[src/rtl/core/json_segment_field_extractor_unit_defines.svh]
// assertion macros shared by the extractor rtl
`ifndef JSON_SEGMENT_FIELD_EXTRACTOR_UNIT_DEFINES_SVH
`define JSON_SEGMENT_FIELD_EXTRACTOR_UNIT_DEFINES_SVH

`ifndef ASSERT_OFF
`define JSFE_ASSERT_IMP(label, clk, rst_n, ante, cons, msg) \
    label: assert property (@(posedge clk) disable iff (!rst_n) (ante) |-> (cons)) \
        else $error(msg);
`define JSFE_ASSERT_NEXT(label, clk, rst_n, ante, cons, msg) \
    label: assert property (@(posedge clk) disable iff (!rst_n) (ante) |=> (cons)) \
        else $error(msg);
`else
`define JSFE_ASSERT_IMP(label, clk, rst_n, ante, cons, msg)
`define JSFE_ASSERT_NEXT(label, clk, rst_n, ante, cons, msg)
`endif

`endif

[src/rtl/core/jsfe_pkg.sv]
`timescale 1ns / 1ps
`default_nettype none

package jsfe_pkg;

    localparam int TEXT_CAP_DEF    = 4096;
    localparam int NUMBER_BITS_DEF = 48;

    typedef enum logic [3:0] {
        PH_EXPECT,
        PH_IGNORE,
        PH_OUTER,
        PH_OBJ,
        PH_KEY,
        PH_COLON,
        PH_AFTER,
        PH_NWS,
        PH_NSIGN,
        PH_NDIG,
        PH_TEXT,
        PH_ESC,
        PH_USKIP
    } t_phase;

    typedef enum logic [1:0] {
        KIND_CHAR    = 2'd0,
        KIND_RESTART = 2'd1,
        KIND_CLOSE   = 2'd2
    } t_kind;

    typedef enum logic [1:0] {
        KEY_S,
        KEY_E,
        KEY_T,
        KEY_OTHER
    } t_key;

    localparam logic [7:0] CH_LBRACK    = 8'h5B;
    localparam logic [7:0] CH_RBRACK    = 8'h5D;
    localparam logic [7:0] CH_LBRACE    = 8'h7B;
    localparam logic [7:0] CH_RBRACE    = 8'h7D;
    localparam logic [7:0] CH_QUOTE     = 8'h22;
    localparam logic [7:0] CH_BACKSLASH = 8'h5C;
    localparam logic [7:0] CH_COLON     = 8'h3A;
    localparam logic [7:0] CH_SPACE     = 8'h20;
    localparam logic [7:0] CH_PLUS      = 8'h2B;
    localparam logic [7:0] CH_MINUS     = 8'h2D;
    localparam logic [7:0] CH_ZERO      = 8'h30;
    localparam logic [7:0] CH_NINE      = 8'h39;
    localparam logic [7:0] CH_LC_S      = 8'h73;
    localparam logic [7:0] CH_LC_E      = 8'h65;
    localparam logic [7:0] CH_LC_T      = 8'h74;
    localparam logic [7:0] CH_LC_N      = 8'h6E;
    localparam logic [7:0] CH_LC_R      = 8'h72;
    localparam logic [7:0] CH_LC_U      = 8'h75;
    localparam logic [7:0] CH_TAB       = 8'h09;
    localparam logic [7:0] CH_LF        = 8'h0A;
    localparam logic [7:0] CH_CR        = 8'h0D;

    // position of the last hex digit after a unicode escape; this digit is not held
    localparam logic [1:0] USKIP_LAST = 2'd3;

endpackage

`default_nettype wire

[src/rtl/core/json_segment_field_extractor_unit.sv]
`timescale 1ns / 1ps
`default_nettype none
`include "json_segment_field_extractor_unit_defines.svh"

// channel   handshake                    payload
// input     i_in_valid / o_in_stall      i_char_byte, i_is_final
// output    o_out_valid / i_out_stall    o_kind, o_text_char, o_start_ms, o_end_ms,
//                                        o_seg_valid, o_run_last
//
// one byte per cycle when not stalled; a byte without is_final is registered at the input
// and its result in the output buffer; with is_final the parser's end-of-string sequencer
// replays held unicode bytes, emits the close, one step per cycle while the buffer has room
// synchronous active-low reset clears the parse state, start/end go to -1
// two-entry output buffer: input keeps flowing while one result waits under i_out_stall

module json_segment_field_extractor_unit
    import jsfe_pkg::*;
#(
    parameter int P_TEXT_CAP    = TEXT_CAP_DEF,
    parameter int P_NUMBER_BITS = NUMBER_BITS_DEF
) (
    input  logic                     i_clk,
    input  logic                     i_rst_n,
    input  logic                     i_in_valid,
    output logic                     o_in_stall,
    input  logic [7:0]               i_char_byte,
    input  logic                     i_is_final,
    output logic                     o_out_valid,
    input  logic                     i_out_stall,
    output logic [1:0]               o_kind,
    output logic [7:0]               o_text_char,
    output logic [P_NUMBER_BITS-1:0] o_start_ms,
    output logic [P_NUMBER_BITS-1:0] o_end_ms,
    output logic                     o_seg_valid,
    output logic                     o_run_last
);

    localparam int NB = P_NUMBER_BITS;

    logic          r_in_valid, n_in_valid;
    logic [7:0]    r_in_byte;
    logic          r_in_fin;

    logic          w_accept;
    logic          w_take;
    logic          w_push;
    t_kind         w_kind;
    logic [7:0]    w_char;
    logic [NB-1:0] w_start;
    logic [NB-1:0] w_end;
    logic          w_segv;
    logic          w_last;
    logic          w_pop;

    logic          r_out_valid, n_out_valid;
    t_kind         r_out_kind, n_out_kind;
    logic [7:0]    r_out_char, n_out_char;
    logic [NB-1:0] r_out_start, n_out_start;
    logic [NB-1:0] r_out_end, n_out_end;
    logic          r_out_segv, n_out_segv;
    logic          r_out_last, n_out_last;

    logic          r_skid_valid, n_skid_valid;
    t_kind         r_skid_kind, n_skid_kind;
    logic [7:0]    r_skid_char, n_skid_char;
    logic [NB-1:0] r_skid_start, n_skid_start;
    logic [NB-1:0] r_skid_end, n_skid_end;
    logic          r_skid_segv, n_skid_segv;
    logic          r_skid_last, n_skid_last;

    assign o_in_stall = r_in_valid && !w_take;
    assign w_accept   = i_in_valid && !o_in_stall;
    assign n_in_valid = w_accept || (r_in_valid && !w_take);

    jsfe_parser #(
        .P_TEXT_CAP    (P_TEXT_CAP),
        .P_NUMBER_BITS (P_NUMBER_BITS)
    ) u_parser (
        .i_clk        (i_clk),
        .i_rst_n      (i_rst_n),
        .i_item_valid (r_in_valid),
        .i_item_byte  (r_in_byte),
        .i_item_fin   (r_in_fin),
        .i_room       (!r_skid_valid),
        .o_take       (w_take),
        .o_push       (w_push),
        .o_kind       (w_kind),
        .o_text_char  (w_char),
        .o_start_ms   (w_start),
        .o_end_ms     (w_end),
        .o_seg_valid  (w_segv),
        .o_run_last   (w_last)
    );

    assign w_pop = r_out_valid && !i_out_stall;

    always_comb begin
        n_out_valid  = r_out_valid;
        n_out_kind   = r_out_kind;
        n_out_char   = r_out_char;
        n_out_start  = r_out_start;
        n_out_end    = r_out_end;
        n_out_segv   = r_out_segv;
        n_out_last   = r_out_last;
        n_skid_valid = r_skid_valid;
        n_skid_kind  = r_skid_kind;
        n_skid_char  = r_skid_char;
        n_skid_start = r_skid_start;
        n_skid_end   = r_skid_end;
        n_skid_segv  = r_skid_segv;
        n_skid_last  = r_skid_last;

        if (w_pop && r_skid_valid) begin
            n_out_kind   = r_skid_kind;
            n_out_char   = r_skid_char;
            n_out_start  = r_skid_start;
            n_out_end    = r_skid_end;
            n_out_segv   = r_skid_segv;
            n_out_last   = r_skid_last;
            n_skid_valid = 1'b0;
        end else if (w_push && (w_pop || !r_out_valid)) begin
            n_out_valid = 1'b1;
            n_out_kind  = w_kind;
            n_out_char  = w_char;
            n_out_start = w_start;
            n_out_end   = w_end;
            n_out_segv  = w_segv;
            n_out_last  = w_last;
        end else if (w_push) begin
            n_skid_valid = 1'b1;
            n_skid_kind  = w_kind;
            n_skid_char  = w_char;
            n_skid_start = w_start;
            n_skid_end   = w_end;
            n_skid_segv  = w_segv;
            n_skid_last  = w_last;
        end else if (w_pop) begin
            n_out_valid = 1'b0;
        end
    end

    always_ff @(posedge i_clk) begin
        if (!i_rst_n) begin
            r_in_valid   <= 1'b0;
            r_out_valid  <= 1'b0;
            r_skid_valid <= 1'b0;
        end else begin
            r_in_valid   <= n_in_valid;
            r_out_valid  <= n_out_valid;
            r_skid_valid <= n_skid_valid;
        end
    end

    always_ff @(posedge i_clk) begin
        if (w_accept) begin
            r_in_byte <= i_char_byte;
            r_in_fin  <= i_is_final;
        end
        r_out_kind   <= n_out_kind;
        r_out_char   <= n_out_char;
        r_out_start  <= n_out_start;
        r_out_end    <= n_out_end;
        r_out_segv   <= n_out_segv;
        r_out_last   <= n_out_last;
        r_skid_kind  <= n_skid_kind;
        r_skid_char  <= n_skid_char;
        r_skid_start <= n_skid_start;
        r_skid_end   <= n_skid_end;
        r_skid_segv  <= n_skid_segv;
        r_skid_last  <= n_skid_last;
    end

    assign o_out_valid = r_out_valid;
    assign o_kind      = r_out_kind;
    assign o_text_char = r_out_char;
    assign o_start_ms  = r_out_start;
    assign o_end_ms    = r_out_end;
    assign o_seg_valid = r_out_segv;
    assign o_run_last  = r_out_last;

    `JSFE_ASSERT_IMP(a_skid_needs_head, i_clk, i_rst_n,
        r_skid_valid, r_out_valid, "skid entry without head entry")
    `JSFE_ASSERT_IMP(a_push_has_room, i_clk, i_rst_n,
        w_push, !r_skid_valid, "result pushed into full buffer")

endmodule

`default_nettype wire

[src/rtl/core/jsfe_parser.sv]
`timescale 1ns / 1ps
`default_nettype none
`include "json_segment_field_extractor_unit_defines.svh"

module jsfe_parser
    import jsfe_pkg::*;
#(
    parameter int P_TEXT_CAP    = TEXT_CAP_DEF,
    parameter int P_NUMBER_BITS = NUMBER_BITS_DEF
) (
    input  logic                     i_clk,
    input  logic                     i_rst_n,
    input  logic                     i_item_valid,
    input  logic [7:0]               i_item_byte,
    input  logic                     i_item_fin,
    input  logic                     i_room,
    output logic                     o_take,
    output logic                     o_push,
    output t_kind                    o_kind,
    output logic [7:0]               o_text_char,
    output logic [P_NUMBER_BITS-1:0] o_start_ms,
    output logic [P_NUMBER_BITS-1:0] o_end_ms,
    output logic                     o_seg_valid,
    output logic                     o_run_last
);

    localparam int NB = P_NUMBER_BITS;
    localparam int CW = $clog2(P_TEXT_CAP);
    localparam logic [NB-1:0] CAP       = {1'b1, {(NB-1){1'b0}}};
    localparam logic [NB-1:0] CAP_M1    = {1'b0, {(NB-1){1'b1}}};
    localparam logic [NB-1:0] MINUS_ONE = {NB{1'b1}};
    localparam logic [CW-1:0] TRUNC_AT  = CW'(P_TEXT_CAP - 1);

    t_phase        r_phase, n_phase;
    t_key          r_key, n_key;
    logic [NB-1:0] r_start, n_start;
    logic [NB-1:0] r_end, n_end;
    logic [NB-1:0] r_acc, n_acc;
    logic          r_neg, n_neg;
    logic [CW-1:0] r_count, n_count;
    logic [1:0]    r_skip, n_skip;
    logic          r_opened, n_opened;
    logic [7:0]    r_held [0:3];
    logic          r_chain, n_chain;
    logic [1:0]    r_rep_idx, n_rep_idx;
    logic [1:0]    r_rep_n, n_rep_n;

    logic          r_lag_valid, n_lag_valid;
    t_kind         r_lag_kind;
    logic [7:0]    r_lag_char;
    logic [NB-1:0] r_lag_start;
    logic [NB-1:0] r_lag_end;
    logic          r_lag_segv;

    logic          w_go;
    logic          w_replay;
    logic          w_byte_op;
    logic          w_end_op;
    logic [7:0]    w_c;
    logic          w_is_ws;
    logic          w_is_digit;
    logic [3:0]    w_digit;
    logic [NB-1:0] w_acc_in;
    logic          w_neg_in;
    logic [NB+3:0] w_mul10;
    logic [NB-1:0] w_digit_acc;
    logic [NB-1:0] w_fin_val;

    logic          held_we;
    logic          lag_load;
    logic          terminal;
    logic          obj_again;
    logic          num_go;
    t_phase        num_ph;
    logic          res_valid;
    t_kind         res_kind;
    logic [7:0]    res_char;
    logic [NB-1:0] res_start;
    logic [NB-1:0] res_end;
    logic          res_segv;

    assign w_replay  = r_chain && (r_rep_idx != r_rep_n);
    assign w_go      = i_room && (r_chain || i_item_valid);
    assign o_take    = i_room && !r_chain && i_item_valid;
    assign w_byte_op = w_go && (!r_chain || w_replay);
    assign w_end_op  = w_go && r_chain && !w_replay;
    assign w_c       = r_chain ? r_held[r_rep_idx] : i_item_byte;

    assign w_is_ws    = w_c inside {CH_SPACE, [CH_TAB:CH_CR]};
    assign w_is_digit = w_c inside {[CH_ZERO:CH_NINE]};
    assign w_digit    = 4'(w_c - CH_ZERO);

    // a number starts fresh when entered from the value position
    assign w_acc_in = (r_phase == PH_AFTER) ? '0 : r_acc;
    assign w_neg_in = (r_phase == PH_AFTER) ? 1'b0 : r_neg;

    // acc*10+d above the cap saturates to the cap
    assign w_mul10     = ({4'b0000, w_acc_in} << 3) + ({4'b0000, w_acc_in} << 1)
                       + {{NB{1'b0}}, w_digit};
    assign w_digit_acc = (w_mul10 > {4'b0000, CAP}) ? CAP : w_mul10[NB-1:0];
    assign w_fin_val   = w_neg_in ? ({NB{1'b0}} - w_acc_in)
                                  : (w_acc_in[NB-1] ? CAP_M1 : w_acc_in);

    always_comb begin
        n_phase     = r_phase;
        n_key       = r_key;
        n_start     = r_start;
        n_end       = r_end;
        n_acc       = r_acc;
        n_neg       = r_neg;
        n_count     = r_count;
        n_skip      = r_skip;
        n_opened    = r_opened;
        n_chain     = r_chain;
        n_rep_idx   = r_rep_idx;
        n_rep_n     = r_rep_n;
        n_lag_valid = r_lag_valid;
        held_we     = 1'b0;
        lag_load    = 1'b0;
        terminal    = 1'b0;
        obj_again   = 1'b0;
        num_go      = 1'b0;
        num_ph      = r_phase;
        res_valid   = 1'b0;
        res_kind    = KIND_CHAR;
        res_char    = '0;
        res_start   = '0;
        res_end     = '0;
        res_segv    = 1'b0;

        if (w_byte_op) begin
            case (r_phase)
                PH_EXPECT: begin
                    n_phase = (w_c == CH_LBRACK) ? PH_OUTER : PH_IGNORE;
                end
                PH_OUTER: begin
                    if (w_c == CH_RBRACK) begin
                        n_phase = PH_IGNORE;
                    end else if (w_c == CH_LBRACE) begin
                        n_start  = MINUS_ONE;
                        n_end    = MINUS_ONE;
                        n_count  = '0;
                        n_opened = 1'b0;
                        n_phase  = PH_OBJ;
                    end
                end
                PH_OBJ: begin
                    obj_again = 1'b1;
                end
                PH_KEY: begin
                    case (w_c)
                        CH_LC_S: n_key = KEY_S;
                        CH_LC_E: n_key = KEY_E;
                        CH_LC_T: n_key = KEY_T;
                        default: n_key = KEY_OTHER;
                    endcase
                    n_phase = (w_c == CH_COLON) ? PH_AFTER : PH_COLON;
                end
                PH_COLON: begin
                    if (w_c == CH_COLON) begin
                        n_phase = PH_AFTER;
                    end
                end
                PH_AFTER: begin
                    if (w_c != CH_SPACE) begin
                        case (r_key)
                            KEY_S, KEY_E: begin
                                num_go = 1'b1;
                            end
                            KEY_T: begin
                                if (w_c == CH_QUOTE) begin
                                    if (r_opened) begin
                                        res_valid = 1'b1;
                                        res_kind  = KIND_RESTART;
                                        n_count   = '0;
                                    end
                                    n_opened = 1'b1;
                                    n_phase  = PH_TEXT;
                                end else begin
                                    n_phase = PH_OBJ;
                                end
                            end
                            default: begin
                                obj_again = 1'b1;
                            end
                        endcase
                    end
                end
                PH_NWS, PH_NSIGN, PH_NDIG: begin
                    num_go = 1'b1;
                end
                PH_TEXT: begin
                    if (r_count >= TRUNC_AT) begin
                        n_phase   = PH_OBJ;
                        obj_again = (w_c != CH_QUOTE);
                    end else if (w_c == CH_QUOTE) begin
                        n_phase = PH_OBJ;
                    end else if (w_c == CH_BACKSLASH) begin
                        n_phase = PH_ESC;
                    end else begin
                        res_valid = 1'b1;
                        res_char  = w_c;
                        n_count   = r_count + CW'(1);
                    end
                end
                PH_ESC: begin
                    n_phase = PH_TEXT;
                    if (w_c == CH_LC_U) begin
                        n_skip  = '0;
                        n_phase = PH_USKIP;
                    end else begin
                        res_valid = 1'b1;
                        n_count   = r_count + CW'(1);
                        case (w_c)
                            CH_LC_N: res_char = CH_LF;
                            CH_LC_R: res_char = CH_CR;
                            CH_LC_T: res_char = CH_TAB;
                            default: res_char = w_c;
                        endcase
                    end
                end
                PH_USKIP: begin
                    if (r_skip == USKIP_LAST) begin
                        n_skip  = '0;
                        n_phase = PH_TEXT;
                    end else begin
                        held_we = 1'b1;
                        n_skip  = r_skip + 2'd1;
                    end
                end
                default: begin
                end
            endcase

            if (num_go) begin
                num_ph = (r_phase == PH_AFTER) ? PH_NWS : r_phase;
                n_acc  = w_acc_in;
                n_neg  = w_neg_in;
                if (num_ph == PH_NWS && w_is_ws) begin
                    n_phase = PH_NWS;
                end else if (num_ph == PH_NWS && (w_c == CH_PLUS || w_c == CH_MINUS)) begin
                    n_neg   = (w_c == CH_MINUS);
                    n_phase = PH_NSIGN;
                end else if (w_is_digit) begin
                    n_acc   = w_digit_acc;
                    n_phase = PH_NDIG;
                end else begin
                    if (r_key == KEY_S) begin
                        n_start = w_fin_val;
                    end else begin
                        n_end = w_fin_val;
                    end
                    n_acc     = '0;
                    n_neg     = 1'b0;
                    obj_again = 1'b1;
                end
            end

            if (obj_again) begin
                if (w_c == CH_RBRACE) begin
                    res_valid = 1'b1;
                    res_kind  = KIND_CLOSE;
                    n_phase   = PH_OUTER;
                end else if (w_c == CH_QUOTE) begin
                    n_phase = PH_KEY;
                end else begin
                    n_phase = PH_OBJ;
                end
            end

            if (r_chain) begin
                n_rep_idx = r_rep_idx + 2'd1;
            end
        end else if (w_end_op) begin
            // end of string: replay held bytes, flush escape and number, close, then end the sequence
            case (r_phase)
                PH_USKIP: begin
                    n_rep_n   = r_skip;
                    n_rep_idx = '0;
                    n_skip    = '0;
                    n_phase   = PH_TEXT;
                end
                PH_ESC: begin
                    res_valid = 1'b1;
                    res_char  = CH_BACKSLASH;
                    n_count   = r_count + CW'(1);
                    n_phase   = PH_TEXT;
                end
                PH_NWS, PH_NSIGN, PH_NDIG: begin
                    if (r_key == KEY_S) begin
                        n_start = w_fin_val;
                    end else begin
                        n_end = w_fin_val;
                    end
                    n_acc   = '0;
                    n_neg   = 1'b0;
                    n_phase = PH_OBJ;
                end
                PH_OBJ, PH_KEY, PH_COLON, PH_AFTER, PH_TEXT: begin
                    res_valid = 1'b1;
                    res_kind  = KIND_CLOSE;
                    n_phase   = PH_EXPECT;
                end
                default: begin
                    n_phase  = PH_EXPECT;
                    terminal = 1'b1;
                    n_chain  = 1'b0;
                end
            endcase
        end

        if (res_valid && res_kind == KIND_CLOSE) begin
            res_start = n_start;
            res_end   = n_end;
            res_segv  = !n_start[NB-1] && ($signed(n_end) > $signed(n_start))
                        && (r_count != '0);
        end

        if (o_take && i_item_fin) begin
            n_chain   = 1'b1;
            n_rep_idx = '0;
            n_rep_n   = '0;
        end

        // results of a final byte wait one place so the last one can be marked
        o_push      = 1'b0;
        o_kind      = res_kind;
        o_text_char = res_char;
        o_start_ms  = res_start;
        o_end_ms    = res_end;
        o_seg_valid = res_segv;
        o_run_last  = 1'b1;
        if (o_take && !i_item_fin) begin
            o_push = res_valid;
        end else if (w_go && (terminal || res_valid)) begin
            o_push      = r_lag_valid;
            o_kind      = r_lag_kind;
            o_text_char = r_lag_char;
            o_start_ms  = r_lag_start;
            o_end_ms    = r_lag_end;
            o_seg_valid = r_lag_segv;
            o_run_last  = terminal;
            n_lag_valid = !terminal;
            lag_load    = !terminal;
        end
    end

    always_ff @(posedge i_clk) begin
        if (!i_rst_n) begin
            r_phase     <= PH_EXPECT;
            r_key       <= KEY_OTHER;
            r_start     <= MINUS_ONE;
            r_end       <= MINUS_ONE;
            r_acc       <= '0;
            r_neg       <= 1'b0;
            r_count     <= '0;
            r_skip      <= '0;
            r_opened    <= 1'b0;
            r_chain     <= 1'b0;
            r_rep_idx   <= '0;
            r_rep_n     <= '0;
            r_lag_valid <= 1'b0;
        end else begin
            r_phase     <= n_phase;
            r_key       <= n_key;
            r_start     <= n_start;
            r_end       <= n_end;
            r_acc       <= n_acc;
            r_neg       <= n_neg;
            r_count     <= n_count;
            r_skip      <= n_skip;
            r_opened    <= n_opened;
            r_chain     <= n_chain;
            r_rep_idx   <= n_rep_idx;
            r_rep_n     <= n_rep_n;
            r_lag_valid <= n_lag_valid;
        end
    end

    always_ff @(posedge i_clk) begin
        if (held_we) begin
            r_held[r_skip] <= w_c;
        end
        if (lag_load) begin
            r_lag_kind  <= res_kind;
            r_lag_char  <= res_char;
            r_lag_start <= res_start;
            r_lag_end   <= res_end;
            r_lag_segv  <= res_segv;
        end
    end

    `JSFE_ASSERT_IMP(a_lag_empty_at_start, i_clk, i_rst_n, o_take && !i_item_fin, !r_lag_valid, "held result left over at item start")
    `JSFE_ASSERT_IMP(a_replay_bound, i_clk, i_rst_n, r_chain, r_rep_idx <= r_rep_n, "replay index past held count")
    `JSFE_ASSERT_IMP(a_idle_replay_done, i_clk, i_rst_n, !r_chain, r_rep_idx == r_rep_n, "replay pending while idle")
    `JSFE_ASSERT_NEXT(a_fin_enters_end, i_clk, i_rst_n, o_take && i_item_fin, r_chain, "final byte did not start end sequence")

endmodule

`default_nettype wire
[config.mk]
export PLATFORM = sky130hd
export DESIGN_NAME = json_segment_field_extractor_unit
export DESIGN_NICKNAME = d
export VERILOG_FILES = /design/src/rtl/core/jsfe_pkg.sv /design/src/rtl/core/json_segment_field_extractor_unit.sv /design/src/rtl/core/jsfe_parser.sv
export VERILOG_INCLUDE_DIRS = /design/src /design/src/rtl/core
export SDC_FILE = /design/constraint.sdc
export NUM_CORES = 1
export LEC_CHECK = 0
export BUFFER_PORTS_ARGS = -buffer_cell sky130_fd_sc_hd__buf_4
export CORE_ASPECT_RATIO = 2
export CORE_MARGIN = 8
export CORE_UTILIZATION = 50
export CTS_BUF_LIST = sky130_fd_sc_hd__clkbuf_8
export DETAILED_ROUTE_END_ITERATION = 12
export PLACE_DENSITY = 0.69
export SLEW_MARGIN = 20
export SYNTH_ARGS = -nofsm -noshare
export SYNTH_HDL_FRONTEND = slang
export SYNTH_SLANG_ARGS = --single-unit
[constraint.sdc]
create_clock -name i_clk -period 7.85 [get_ports i_clk]
set_clock_uncertainty 0.05 [all_clocks]
set_input_delay 1.57 -clock i_clk [delete_from_list [all_inputs] [get_ports i_clk]]
set_output_delay 1.57 -clock i_clk [all_outputs]
set_load 0.005 [all_outputs]
==> impl_results.md <==
* Die area at 68700 µm²
* R2R cell count at 22
* Fraction of the mapped netlist area in simple logic gates at 14.9%
* Num CTS Buffers at 78
* Worst setup path class: register to register
* Highest net fanout along the worst path at 50
* Compound-gate portion of the synthesized area at 17.2%
* Number of port buffers at 122
* Critical Path AT at 7.29 ns
* Proportion of layout cells with a drive suffix above 1 at 18.7%
* Clk slew on worst S/H paths at 0.07 ns
* Worst hold slack at 0.426 ns
* Pin count of the biggest net entering global routing at 109
* Fillers at 5249
* Relative contribution of sequential cells to total power at 52.2%
* Number of top-level pins at 123
* Main flop type after synthesis: edfxtp_1
* Post-route antenna net violation count at 0
* Aggregate global routing overflow at 0
* Synthesized instance count at 2916
* Inst Count DP at 3702
* Number of antenna violations at the first check in global routing at 1
* Core area at 59700 µm²
* Die outline height at 363 µm
* Share of the synthesized netlist area taken by xor and xnor gates at 1.46%
* Switching power at 1510 µW
* Sequential-to-total area share from yosys stat at 48.2%
* Average via count per standard cell at 6.17
* Worst EP required at 8.31 ns
* Total routing usage reported by global routing at 25.5%
* Total of endpoints with negative setup slack in the final report at 0
* Vias in the first global route at 24200
* Largest stage delay on the critical path at 0.82 ns
* Area added between synthesis and finish at 11.1%
* Internal portion of total power at 4510 µW
* Maximum frequency from static timing analysis at 146 MHz
* Unrepaired setup endpoints after global routing: no
* Unique masters post-synth at 90
* Pin slew with the least headroom to its limit at 1.14 ns
* GP Congestion at 0.950
* Critical Path End Type: register
* Crit path launch type: register
* Reported max-cap violation count at 0
* Post-detail-place hpwl at 66.6 mm
* Max Root-Sink Buffers at 3
* Cell type of the slowest stage on the worst timing path: and2_4
* DRC Markers at 0
* Maximum level of the CTS H-tree at 3
* Cell type with the highest occurrence count on the critical path: nand2_1
* Layout Nets at 3174
* Leading post-synthesis cells by cell area: edfxtp_1 (36%), dfxtp_1 (12%), mux2_2 (7.2%)
* Hold-fix buffers, CTS at 0
* Share of Yosys cell area claimed by the top area cell type at 36.4%
* Post-layout min period at 6.83 ns
* Number of gates resized after CTS at 0
* Horizontal die dimension at 189 µm
* Dominant cell type by area after synthesis: edfxtp_1
* Result of the run: finished clean
* Clock tree from TritonCTS: yes
* List of cells traversed by the critical path: mux4_2 -> mux2i_1 -> inv_1 -> nand2_1 -> nor2_1 -> nand2_1 -> nor4_1 -> and2_4 -> buf_4 -> o31ai_1 -> inv_1 -> ha_1 -> nand4_1 -> nor2_1 -> o31a_1 -> o21a_1 -> o21ai_0 -> a21oi_1 -> or4_1 -> xnor2_1 -> nand2_1 -> o21ai_0
* Routed wire per std cell at 23.2 µm
* Power density of the placed cells at 180 nW/µm²
* Instance count along the most critical hold path at 2
* Overall routed net length at 89.4 mm
* Number of synthesized flops with an enable pin at 364
* DRT iter0 DRCs at 1825
* Main combinational cell family by area after synthesis: compound AO/OA/AOI/OAI gates
* Worst skew pair latency at 0.68 ns
* Combinational Power Share at 9.3%
* Number of synthesized register bits at 541
* Synthesis Warnings at 0
* Post-Syn Area at 30100 µm²
* Hold Path Class: register to register
* Crit share post-route at 87.0%
* Static Leak at 0.0128 µW
* Max-slew violations at 0
* Number of placement rows at 127
* Routed via count at 23700
* Total iterations of the first detailed-routing run at 7
* Multiplexer share of the synthesized area at 8.15%
* Clk sinks at 541
* Accumulated negative setup slack at 0 ns
* Fraction of power spent switching nets at 25.0%
* Global-route wire length before repair at 137 mm
* Non-Filler Instances at 3848
* Post-CTS setup buffer count at 0
* Mean area per synthesized cell at 10.3 µm²
* Synth async-reset ratio at 0%
* Fraction of power consumed by the clock network at 38.5%
* Starting Density at 50.3%
* Adder-Cell Fraction of Synth Area at 6.45%
* Maximum vdd drop at 0.000164 V
* CTS Root Buffer Type: clkbuf_8
* Final Hold Viols at 0
* Headroom to the max-slew limit at 23.5%
layout make-up:
cell class | instances | area, µm² | area share (%)
multi-input combinational | 2119 | 14600 | 43.6
sequential | 541 | 14500 | 43.3
timing repair buffer | 174 | 1420 | 4.25
clock buffer | 83 | 1140 | 3.42
tap | 774 | 968 | 2.90
inverter | 94 | 355 | 1.06
clock inverter | 62 | 462 | 1.38
antenna | 1 | 2.50 | 0.00749
sequential cells by signal (all words and copies together) (netlist names), 4 cells and up, named ones only:
| name | count |
|---|---|
| o_text_char | 8 |
| u_parser.r_held | 32 |
| u_parser.r_phase | 4 |
| u_parser.r_start | 48 |
| o_start_ms | 48 |
| u_parser.r_lag_end | 48 |
| u_parser.r_end | 48 |
| u_parser.r_lag_start | 48 |
| r_skid_char | 8 |
| r_skid_start | 48 |
| o_end_ms | 48 |
| r_skid_end | 48 |
| u_parser.r_count | 12 |
| u_parser.r_acc | 48 |
| r_in_byte | 8 |
| u_parser.r_lag_char | 8 |
cells in the final DEF, fill, tap and decap left out, types with 21 or more instances in the layout:
cell type | Yosys | routed
mux2_2 | 193 | 193
and2_1 | 55 | 54
xnor2_1 | 31 | 31
clkbuf_8 | 0 | 83
nor2_1 | 240 | 238
a31oi_1 | 75 | 75
o211ai_1 | 31 | 31
nand2_1 | 400 | 399
o31ai_4 | 32 | 32
edfxtp_1 | 364 | 364
a21o_1 | 31 | 31
nand4_1 | 65 | 65
dfxtp_1 | 177 | 176
ha_1 | 151 | 151
nand3_1 | 36 | 35
o21ai_0 | 137 | 137
nor4_1 | 21 | 21
a21oi_1 | 181 | 180
nor3_1 | 45 | 45
o31ai_1 | 64 | 64
inv_1 | 91 | 117
buf_4 | 17 | 165
cell families (layout without fill, tap and decap cells):
group                    after synthesis  count (layout)
AND/OR/NAND/NOR                      974             974
buffers and inverters                263             413
other                                  1               9
multiplexers                         209             209
adder cells (fa/ha/maj)              154             154
XOR/XNOR                              50              50
AO/OA/AOI/OAI                        724             724
flip-flops                           541             541
Yosys cell counts, drive strengths merged (19+ instances only):
library cell / n
clkbuf: 113
xor2: 19
nor4: 21
edfxtp: 364
or3: 20
nor3: 47
a31oi: 75
nand4: 65
nand3: 36
buf: 56
xnor2: 31
o211ai: 31
inv: 93
o31ai: 114
mux2: 193
a21oi: 185
dfxtp: 177
o21ai: 156
a21o: 31
and2: 56
nor2: 240
o21a: 19
nand2: 400
ha: 151
power by group through the flow:
stage	logic [µW]	registers [µW]	clock network [µW]
6_report	559	3140	2320
3_5_place_dp	553	3200	0
4_1_cts	557	3140	2370
2_1_floorplan	365	3200	0
5_1_grt	605	3150	2480
3_3_place_gp	544	3200	0
critical path, delay by kind of cell, from the launching register on:
kind                       cells  cell delay (ns)
and+or+nand+nor                9             2.61
AOI/OAI and AO/OA              6             1.26
buffers and inverters          3             1.05
DFF                            1             0.64
muxes                          2             0.54
adders and majority gates      1             0.25
xor gates and xnor gates       1             0.18
metal layers:
metal / track usage (%) / vias up / share of wire [%]
met3: 3.13 / 312 / 4.6
li1: - / 11000 / -
met4: 17.1 / 0 / 7.0
met2: 48.0 / 875 / 53
met1: 25.8 / 11500 / 35
met5: 0 / - / 0
through the flow:
step	setup slack [ns]	power (µW)	utilization, %	area (µm²)
6_report	1.02	6020	55.9	33400
4_1_cts	1.03	6060	55.9	33400
3_3_place_gp	1.11	3750	53.2	31800
5_1_grt	0.581	6230	55.9	33400
3_5_place_dp	1.07	3760	53.2	31800
2_1_floorplan	1.93	3570	-	30100
final timing paths:
path                                    start                               end  slack (ns)
max                                  register             r_skid_segv$_DFFE_PP_        1.02
min          u_parser.r_rep_n[0]$_SDFFE_PP0P_  u_parser.r_rep_n[0]$_SDFFE_PP0P_        0.43
max reg2reg                          register             r_skid_segv$_DFFE_PP_        1.02
min reg2reg  u_parser.r_rep_n[0]$_SDFFE_PP0P_  u_parser.r_rep_n[0]$_SDFFE_PP0P_        0.43
No activity file was read; power rests on OpenSTA's default activity.
